$ cat src/rtl/nsfs_pkg.sv
`default_nettype none

package nsfs_pkg;

  localparam int MAX_SENTENCE_LEN = 128;
  localparam int MAX_FIELD_NUMBER = 31;
  localparam int FIELD_CAP        = (MAX_FIELD_NUMBER < 31) ? MAX_FIELD_NUMBER : 31;

  localparam int LEN_W   = 8;
  localparam int FIELD_W = 5;
  localparam int POS_W   = 3;
  localparam int HDR_W   = 40;

  localparam logic [7:0] CH_DOLLAR = 8'h24;
  localparam logic [7:0] CH_COMMA  = 8'h2C;
  localparam logic [7:0] CH_STAR   = 8'h2A;
  localparam logic [7:0] CH_CR     = 8'h0D;
  localparam logic [7:0] CH_LF     = 8'h0A;
  localparam logic [7:0] CH_G      = 8'h47;
  localparam logic [7:0] CH_P      = 8'h50;

  localparam logic [15:0] TALKER_GP = {CH_G, CH_P};
  localparam logic [HDR_W-1:0] HDR_GGA = {TALKER_GP, "GGA"};
  localparam logic [HDR_W-1:0] HDR_GLL = {TALKER_GP, "GLL"};
  localparam logic [HDR_W-1:0] HDR_GSA = {TALKER_GP, "GSA"};
  localparam logic [HDR_W-1:0] HDR_GSV = {TALKER_GP, "GSV"};
  localparam logic [HDR_W-1:0] HDR_VTG = {TALKER_GP, "VTG"};
  localparam logic [HDR_W-1:0] HDR_RMC = {TALKER_GP, "RMC"};

  localparam logic [POS_W-1:0] HDR_LAST = POS_W'(4);
  localparam logic [POS_W-1:0] HDR_FULL = POS_W'(5);

  typedef enum logic [2:0] {
    KIND_GGA  = 3'd0,
    KIND_GLL  = 3'd1,
    KIND_GSA  = 3'd2,
    KIND_GSV  = 3'd3,
    KIND_VTG  = 3'd4,
    KIND_RMC  = 3'd5,
    KIND_NONE = 3'd6
  } kind_t;

  typedef enum logic [1:0] {
    PH_IDLE   = 2'd0,
    PH_HEADER = 2'd1,
    PH_BODY   = 2'd2,
    PH_CHECK  = 2'd3
  } phase_t;

  typedef struct packed {
    kind_t              sentence_kind;
    logic [FIELD_W-1:0] field_number;
    logic [7:0]         field_char;
    logic               char_valid;
    logic               field_done;
    logic               checksum_part;
    logic               sentence_done;
    logic               too_long;
  } res_t;

  function automatic kind_t header_kind(input logic [HDR_W-1:0] hdr);
    kind_t k;
    case (hdr)
      HDR_GGA: k = KIND_GGA;
      HDR_GLL: k = KIND_GLL;
      HDR_GSA: k = KIND_GSA;
      HDR_GSV: k = KIND_GSV;
      HDR_VTG: k = KIND_VTG;
      HDR_RMC: k = KIND_RMC;
      default: k = KIND_NONE;
    endcase
    return k;
  endfunction

  function automatic logic [FIELD_W-1:0] next_field(input logic [FIELD_W-1:0] f);
    logic [FIELD_W-1:0] r;
    if (f < FIELD_W'(FIELD_CAP)) begin
      r = f + FIELD_W'(1);
    end else begin
      r = FIELD_W'(FIELD_CAP);
    end
    return r;
  endfunction

endpackage

`default_nettype wire

$ cat src/rtl/nsfs_ifs.sv
`default_nettype none

interface nsfs_byte_if import nsfs_pkg::*; ();
  logic       valid;
  logic       ready;
  logic [7:0] rx_byte;

  modport source (output valid, output rx_byte, input ready);
  modport sink   (input valid, input rx_byte, output ready);
endinterface

interface nsfs_field_if import nsfs_pkg::*; ();
  logic               valid;
  logic               ready;
  kind_t              sentence_kind;
  logic [FIELD_W-1:0] field_number;
  logic [7:0]         field_char;
  logic               char_valid;
  logic               field_done;
  logic               checksum_part;
  logic               sentence_done;
  logic               too_long;

  modport source (output valid, output sentence_kind, output field_number,
                  output field_char, output char_valid, output field_done,
                  output checksum_part, output sentence_done, output too_long,
                  input ready);
  modport sink   (input valid, input sentence_kind, input field_number,
                  input field_char, input char_valid, input field_done,
                  input checksum_part, input sentence_done, input too_long,
                  output ready);
endinterface

`default_nettype wire

$ cat src/rtl/nsfs_core.sv
`default_nettype none

module nsfs_core import nsfs_pkg::*; (
  input  wire logic       clk,
  input  wire logic       rst_n,
  input  wire logic       step,
  input  wire logic [7:0] rx_byte,
  output res_t            res
);

  phase_t             phase_r, phase_nxt;
  logic [POS_W-1:0]   pos_r, pos_nxt;
  logic [HDR_W-1:0]   letters_r, letters_nxt;
  kind_t              kind_r, kind_nxt;
  logic [FIELD_W-1:0] fc_r, fc_nxt;
  logic [LEN_W-1:0]   len_r, len_nxt;
  logic               ovf_r, ovf_nxt;

  logic               term;
  logic               in_sent;
  logic [HDR_W-1:0]   hdr_word;
  kind_t              found;

  always_ff @(posedge clk) begin
    if (!rst_n) begin
      phase_r   <= PH_IDLE;
      pos_r     <= '0;
      letters_r <= '0;
      kind_r    <= KIND_NONE;
      fc_r      <= '0;
      len_r     <= '0;
      ovf_r     <= 1'b0;
    end else if (step) begin
      phase_r   <= phase_nxt;
      pos_r     <= pos_nxt;
      letters_r <= letters_nxt;
      kind_r    <= kind_nxt;
      fc_r      <= fc_nxt;
      len_r     <= len_nxt;
      ovf_r     <= ovf_nxt;
    end
  end

  always_comb begin
    phase_nxt   = phase_r;
    pos_nxt     = pos_r;
    letters_nxt = letters_r;
    kind_nxt    = kind_r;
    fc_nxt      = fc_r;
    len_nxt     = len_r;
    ovf_nxt     = ovf_r;

    res.sentence_kind = KIND_NONE;
    res.field_number  = '0;
    res.field_char    = '0;
    res.char_valid    = 1'b0;
    res.field_done    = 1'b0;
    res.checksum_part = 1'b0;
    res.sentence_done = 1'b0;
    res.too_long      = 1'b0;

    term     = (rx_byte == CH_CR) || (rx_byte == CH_LF);
    in_sent  = (phase_r == PH_BODY) || (phase_r == PH_CHECK);
    hdr_word = {letters_r[HDR_W-9:0], rx_byte};
    found    = header_kind(hdr_word);

    if (rx_byte == CH_DOLLAR) begin
      // restart, abandoning any sentence in progress
      phase_nxt   = PH_HEADER;
      pos_nxt     = '0;
      letters_nxt = '0;
      kind_nxt    = KIND_NONE;
      fc_nxt      = '0;
      len_nxt     = LEN_W'(1);
      ovf_nxt     = 1'b0;
    end else if (phase_r != PH_IDLE) begin
      if (!term && (len_r >= LEN_W'(MAX_SENTENCE_LEN))) begin
        // drop the byte, flag the sentence
        ovf_nxt = 1'b1;
        if (in_sent) begin
          res.sentence_kind = kind_r;
          res.field_number  = fc_r;
          res.checksum_part = (phase_r == PH_CHECK);
          res.too_long      = 1'b1;
        end
      end else begin
        if (!term && (len_r != '1)) begin
          len_nxt = len_r + LEN_W'(1);
        end
        if (phase_r == PH_HEADER) begin
          if (term) begin
            phase_nxt = PH_IDLE;
          end else begin
            letters_nxt = hdr_word;
            pos_nxt     = pos_r + POS_W'(1);
            if (pos_r >= HDR_LAST) begin
              pos_nxt   = HDR_FULL;
              phase_nxt = PH_IDLE;
              if (found != KIND_NONE) begin
                kind_nxt          = found;
                phase_nxt         = PH_BODY;
                fc_nxt            = '0;
                res.sentence_kind = found;
              end else begin
                res.sentence_kind = kind_r;
              end
            end
          end
        end else if ((phase_r == PH_BODY) && (fc_r == '0)) begin
          // the header must be followed by a comma
          if (rx_byte == CH_COMMA) begin
            fc_nxt            = FIELD_W'(1);
            res.sentence_kind = kind_r;
            res.too_long      = ovf_r;
          end else begin
            kind_nxt  = KIND_NONE;
            phase_nxt = PH_IDLE;
          end
        end else begin
          res.sentence_kind = kind_r;
          res.field_number  = fc_r;
          res.too_long      = ovf_r;
          res.checksum_part = (phase_r == PH_CHECK) && (rx_byte != CH_LF);
          if (rx_byte == CH_LF) begin
            res.sentence_done = 1'b1;
            phase_nxt         = PH_IDLE;
            kind_nxt          = KIND_NONE;
          end else if (rx_byte == CH_CR) begin
            res.field_done = 1'b1;
          end else if ((phase_r == PH_BODY) &&
                       ((rx_byte == CH_COMMA) || (rx_byte == CH_STAR))) begin
            res.field_done = 1'b1;
            fc_nxt         = next_field(fc_r);
            if (rx_byte == CH_STAR) begin
              phase_nxt = PH_CHECK;
            end
          end else begin
            res.char_valid = 1'b1;
            res.field_char = rx_byte;
          end
        end
      end
    end
  end

endmodule

`default_nettype wire

$ cat src/rtl/nmea_sentence_field_splitter.sv
// Pipeline: a byte transferred in is held in the input register; its result is
//   registered in the result register when the pipeline advances and shown on the output.
// Throughput: one byte per cycle; the input register and result register form a
//   two-stage pipeline that stalls only when the output is not taken.
// Reset: synchronous, active low; parser returns to idle waiting for a dollar,
//   both stages are emptied.
`default_nettype none

module nmea_sentence_field_splitter import nsfs_pkg::*; (
  input  wire logic    clk,
  input  wire logic    rst_n,
  nsfs_byte_if.sink    in_rx,
  nsfs_field_if.source out_res
);

  logic       in_vld_r;
  logic [7:0] byte_r;
  logic       out_vld_r, out_vld_nxt;
  res_t       res_r;
  res_t       res;
  logic       advance;

  assign advance     = in_vld_r && (!out_vld_r || out_res.ready);
  assign in_rx.ready = !in_vld_r || advance;
  assign out_vld_nxt = advance || (out_vld_r && !out_res.ready);

  always_ff @(posedge clk) begin
    if (!rst_n) begin
      in_vld_r  <= 1'b0;
      out_vld_r <= 1'b0;
    end else begin
      if (in_rx.ready) begin
        in_vld_r <= in_rx.valid;
      end
      out_vld_r <= out_vld_nxt;
    end
  end

  always_ff @(posedge clk) begin
    if (in_rx.ready && in_rx.valid) begin
      byte_r <= in_rx.rx_byte;
    end
    if (advance) begin
      res_r <= res;
    end
  end

  nsfs_core u_core (
    .clk     (clk),
    .rst_n   (rst_n),
    .step    (advance),
    .rx_byte (byte_r),
    .res     (res)
  );

  assign out_res.valid         = out_vld_r;
  assign out_res.sentence_kind = res_r.sentence_kind;
  assign out_res.field_number  = res_r.field_number;
  assign out_res.field_char    = res_r.field_char;
  assign out_res.char_valid    = res_r.char_valid;
  assign out_res.field_done    = res_r.field_done;
  assign out_res.checksum_part = res_r.checksum_part;
  assign out_res.sentence_done = res_r.sentence_done;
  assign out_res.too_long      = res_r.too_long;

  a_done_has_kind: assert property (@(posedge clk) disable iff (!rst_n)
    out_vld_r && res_r.sentence_done |-> res_r.sentence_kind != KIND_NONE)
    else $error("sentence end without a recognised kind");

  a_char_xor_done: assert property (@(posedge clk) disable iff (!rst_n)
    out_vld_r |-> !(res_r.char_valid && (res_r.field_done || res_r.sentence_done)))
    else $error("data character and field end in one result");

  a_field_cap: assert property (@(posedge clk) disable iff (!rst_n)
    out_vld_r |-> res_r.field_number <= FIELD_W'(FIELD_CAP))
    else $error("field number beyond its bound");

  a_in_hold: assert property (@(posedge clk) disable iff (!rst_n)
    in_vld_r && !advance |=> in_vld_r && $stable(byte_r))
    else $error("stalled input byte lost");

endmodule

`default_nettype wire

$ cat src/flat_wrapper.sv
// flat-port wrapper written by rule: the top's interface ports become plain ports
module nmea_sentence_field_splitter_flat import nsfs_pkg::*;
  (clk, rst_n, in_rx_valid, in_rx_rx_byte, in_rx_ready, out_res_valid, out_res_sentence_kind, out_res_field_number, out_res_field_char, out_res_char_valid, out_res_field_done, out_res_checksum_part, out_res_sentence_done, out_res_too_long, out_res_ready);
  nsfs_byte_if in_rx_i ();
  nsfs_field_if out_res_i ();
  input  wire logic clk;
  input  wire logic rst_n;
  input wire logic [$bits(in_rx_i.valid)-1:0] in_rx_valid;
  input wire logic [$bits(in_rx_i.rx_byte)-1:0] in_rx_rx_byte;
  output wire logic [$bits(in_rx_i.ready)-1:0] in_rx_ready;
  output wire logic [$bits(out_res_i.valid)-1:0] out_res_valid;
  output wire logic [$bits(out_res_i.sentence_kind)-1:0] out_res_sentence_kind;
  output wire logic [$bits(out_res_i.field_number)-1:0] out_res_field_number;
  output wire logic [$bits(out_res_i.field_char)-1:0] out_res_field_char;
  output wire logic [$bits(out_res_i.char_valid)-1:0] out_res_char_valid;
  output wire logic [$bits(out_res_i.field_done)-1:0] out_res_field_done;
  output wire logic [$bits(out_res_i.checksum_part)-1:0] out_res_checksum_part;
  output wire logic [$bits(out_res_i.sentence_done)-1:0] out_res_sentence_done;
  output wire logic [$bits(out_res_i.too_long)-1:0] out_res_too_long;
  input wire logic [$bits(out_res_i.ready)-1:0] out_res_ready;
  assign in_rx_i.valid = in_rx_valid;
  assign in_rx_i.rx_byte = in_rx_rx_byte;
  assign in_rx_ready = in_rx_i.ready;
  assign out_res_valid = out_res_i.valid;
  assign out_res_sentence_kind = out_res_i.sentence_kind;
  assign out_res_field_number = out_res_i.field_number;
  assign out_res_field_char = out_res_i.field_char;
  assign out_res_char_valid = out_res_i.char_valid;
  assign out_res_field_done = out_res_i.field_done;
  assign out_res_checksum_part = out_res_i.checksum_part;
  assign out_res_sentence_done = out_res_i.sentence_done;
  assign out_res_too_long = out_res_i.too_long;
  assign out_res_i.ready = out_res_ready;
  nmea_sentence_field_splitter u_core (.clk(clk), .rst_n(rst_n), .in_rx(in_rx_i), .out_res(out_res_i));
endmodule
$ cat config.mk
export PLATFORM = sky130hd
export DESIGN_NAME = nmea_sentence_field_splitter_flat
export DESIGN_NICKNAME = d
export VERILOG_FILES = /design/src/rtl/nsfs_pkg.sv /design/src/rtl/nsfs_ifs.sv /design/src/rtl/nsfs_core.sv /design/src/rtl/nmea_sentence_field_splitter.sv /design/src/flat_wrapper.sv
export SDC_FILE = /design/constraint.sdc
export NUM_CORES = 1
export LEC_CHECK = 0
export BUFFER_PORTS_ARGS = -buffer_cell sky130_fd_sc_hd__buf_4
export CAP_MARGIN = 20
export CORE_UTILIZATION = 60
export DETAILED_ROUTE_END_ITERATION = 12
export PLACE_DENSITY_LB_ADDON = 0.1
export SYNTH_ARGS = -nofsm -noshare
export SYNTH_HDL_FRONTEND = slang
export SYNTH_HIERARCHICAL = 1
export SYNTH_SLANG_ARGS = --single-unit
$ cat constraint.sdc
create_clock -name clk -period 5 [get_ports clk]
set_input_delay 1 -clock clk [delete_from_list [all_inputs] [get_ports clk]]
set_output_delay 1 -clock clk [all_outputs]
set_load 0.03 [all_outputs]
==> results.py <==
metrics = {
    "floorplan": {
        "dieArea_sq_mm": 0.007258,
        "dieHeight_um": 85.20,
        "core_sq_mm": 0.006531,
        "fp-row-count": 29,
        "ios": 35,
        "die_w_um": 85.20,
        "initial_utilization_pct": 63.58,
    },
    "power": {
        "p_seq_share_pct": 55.2,
        "p_int_mw": 1.032,
        "switching_power_mw": 0.3056,
        "clkPwrFrac_pct": 40.1,
        "p_per_area_mw_per_mm2": 288.5,
        "p_sw_share_pct": 22.86,
        "leakage_nw": 1.557,
        "peakVddDrop_v": 0.0002121,
        "power_frac_comb_pct": 4.7,
    },
    "worst_setup_path": {
        "crit_required_ps": 5290,
        "crit_slowest_cell": "nor4_1",
        "crit_path_end_kind": "register",
        "start_kind": "register",
        "path_class": "register to register",
        "crit_chain": "nand2b_1 > nor4_1 > nor3_2 > a2111o_1 > a31oi_4 > a41oi_1 > a211oi_2",
        "worst_path_largest_cell_delay_ps": 990,
        "r2r_slack_ps": 1750,
        "cp_max_fo": 14,
        "crit_arrival_ps": 3540,
    },
    "min_path": {
        "holdCritPathClass": "register to register",
    },
    "detailed_routing": {
        "drt_pass1_iterations": 5,
        "drt_iter0_drc": 402,
        "drc": 0,
        "dr_total_vias": 3571,
        "antenna_left": 0,
        "routedWlPerCell_um": 16.57,
        "via_per_inst": 6.423,
        "wirelength_mm": 9.215,
    },
    "cts": {
        "postCtsSetupBuffers": 0,
        "cts-htree-levels": 3,
        "clock_latency_ps": 360,
        "clockBufferDepth": 2,
        "cts_buffers": 9,
        "cts_tree": "done",
        "cts.clk_slew.worst_paths_ps": 90,
        "cts_sinks": 85,
        "cts-root-buf": "clkbuf_8",
        "cts_resized": 0,
        "ctsHoldBuffers": 0,
    },
    "yosys": {
        "ys_warn_count": 6,
        "async_flop_share_pct": 0,
        "synth_area_leaders": "dfxtp_1 27%, edfxtp_1 21%, a21oi_1 5.9%",
        "synth_edf_count": 29,
        "ys_seq_elements": 85,
        "syn_area_per_cell_sq_um": 9.269,
        "synth-main-ff-cell": "dfxtp_1",
        "synth_nets": 466,
        "syn_area_sq_mm": 0.004153,
        "yosysSeqAreaShare_pct": 47.97,
        "yosysTopAreaCell": "dfxtp_1",
        "synth_cell_types": 68,
        "synth_top_area_share_pct": 27.00,
        "synthCells": 448,
    },
    "timing": {
        "maxSlewHeadroom_pct": 21.60,
        "worst_pin_slew_ps": 1165,
        "holdWs_ps": 455.0,
        "min_period_over_period_pct": 64.90,
        "hold_viol_final": 0,
        "clock.fmax_ghz": 0.3082,
        "fin_skew_ps": 11.75,
        "rsz0062_at_grt": "no",
        "maxSlewViolCount": 0,
        "setup_violations": 0,
        "worst_slack_ps": 1755,
        "period_minus_slack_ps": 3245,
        "fin_tns_setup_ps": 0,
    },
    "place": {
        "port_buffers": 34,
        "dp_hpwl_mm": 6.101,
        "place_congestion": 0.9434,
        "dpl_worst_slack_ps": 1846,
    },
    "flow_run": {
        "max_cap_viol_count": 0,
    },
    "finish": {
        "final_common_cell": "nand2_1",
        "fillers": 530,
        "syn_to_final_growth_pct": 11.60,
        "layout-drive-gt1-share_pct": 14.20,
        "diodes": 0,
        "fin_util_pct": 70.96,
        "finalNetCount": 492,
        "final_cell_mix": "58 x nand2_1, 56 x dfxtp_1, 49 x a21oi_1",
    },
    "grt": {
        "antenna_found_initial": 0,
        "grt_pass1_vias": 3121,
        "track_usage_pct": 26.46,
        "grt_pass1_wl_mm": 15.00,
        "gr-total-overflow": 0,
        "grt_max_degree": 44,
    },
    "status": {
        "status": "finished clean",
    },
}
-- flip-flops by register name, indices dropped and copies added (netlist names) --
register                      count
u_core/out_res.checksum_part      1
u_core/u_core/pos_r               3
u_core/out_res.valid              1
u_core/out_res.sentence_done      1
u_core/out_res.field_char         8
u_core/out_res.char_valid         1
u_core/out_res.field_done         1
u_core/u_core/phase_r             2
u_core/in_vld_r                   1
u_core/out_res.too_long           1
u_core/u_core/kind_r              3
u_core/u_core/len_r               8
u_core/out_res.sentence_kind      3
u_core/u_core/letters_r          32
u_core/byte_r                     8
u_core/out_res.field_number       5
u_core/u_core/fc_r                5
u_core/u_core/ovf_r               1
-- power groups by stage --
stage	registers (mW)	logic (mW)	clock network, mW
after floorplan	0.764	0.0288	0
after global placement	0.753	0.0622	0
after detailed placement	0.754	0.0627	0
after CTS	0.738	0.0630	0.544
after global routing	0.740	0.0669	0.570
final	0.738	0.0632	0.536
-- synthesized netlist by cell type (2+ instances only) --
cell type and instances:
inv_1 11, a31oi_1 2, nor2b_1 4, nor2_1 26, and2_1 12, xor2_1 4, edfxtp_1 29, nor4_1 6
o21a_1 2, o32a_1 2, o21ai_1 3, nor4b_1 4, and3_1 15, nor4bb_1 4, and3b_1 2, a211oi_1 5
ha_1 6, nand3_1 33, nand3b_1 2, dfxtp_1 56, nor3_1 9, or4_2 2, o211a_1 2, nand4_1 9
o21ai_0 10, o31ai_1 5, o211ai_1 4, a21oi_1 49, or3_1 4, o2111ai_1 2, or4_1 2, nand2_1 58
nand4b_1 4, clkbuf_1 12, buf_2 4, nor3b_1 5, buf_6 4, nand2b_1 5
-- final timing paths --
| path | to | depth (start not counted) | from |
|---|---|---|---|
| max reg2reg | u_core/u_core/fc_r[4] | 7 | u_core/u_core/phase_r[1] |
| min | u_core/u_core/letters_r[26] | 2 | u_core/u_core/letters_r[26] |
| max | u_core/u_core/fc_r[4] | 7 | u_core/u_core/phase_r[1] |
| min reg2reg | u_core/u_core/letters_r[26] | 2 | u_core/u_core/letters_r[26] |
-- critical path: cells and delay by family, from the launching register on --
family           cells  cell delay (ps)
AND/OR/NAND/NOR      3             1370
AO/OA/AOI/OAI        4             1160
flip-flops           1              630
-- per-stage QoR --
stage | instance area (sq um) | total power [mW] | std cells
finish | 4634 | 1.337 | 556
global route | 4634 | 1.377 | 556
CTS | 4607 | 1.345 | 555
detailed placement | 4385 | 0.8170 | 539
global placement | 4385 | 0.8156 | 539
floorplan | 4153 | 0.7925 | 448
-- per-layer routing --
layer,track usage (%),up-vias,part of all wire (%)
met1,37.74,1668,45
met4,10.79,0,1.8
met5,0,-,0
met3,4.475,20,8.4
met2,40.18,190,45
li1,-,1693,-
-- cells by family (layout without fill, tap and decap cells) --
kind of cell               after synthesis  count (layout)  synth area share [%]
xor gates and xnor gates                 5               5                 1.054
DFF                                     85              85                 47.97
AOI/OAI and AO/OA                      101             101                 15.58
adders and majority gates                6               6                 1.808
and+or+nand+nor                        215             215                 28.86
buffers and inverters                   36              67                 4.730
-- area by class of cell --
class | instances | area [sq um] | share of cell area [%]
sequential | 85 | 1992 | 42.98
multi-input combinational | 327 | 1967 | 42.44
timing repair buffer | 39 | 312.8 | 6.749
clock buffer | 9 | 123.9 | 2.673
clock inverter | 7 | 97.59 | 2.106
tap | 77 | 96.34 | 2.079
inverter | 12 | 45.04 | 0.9719
No activity file was read; power rests on OpenSTA's default activity.
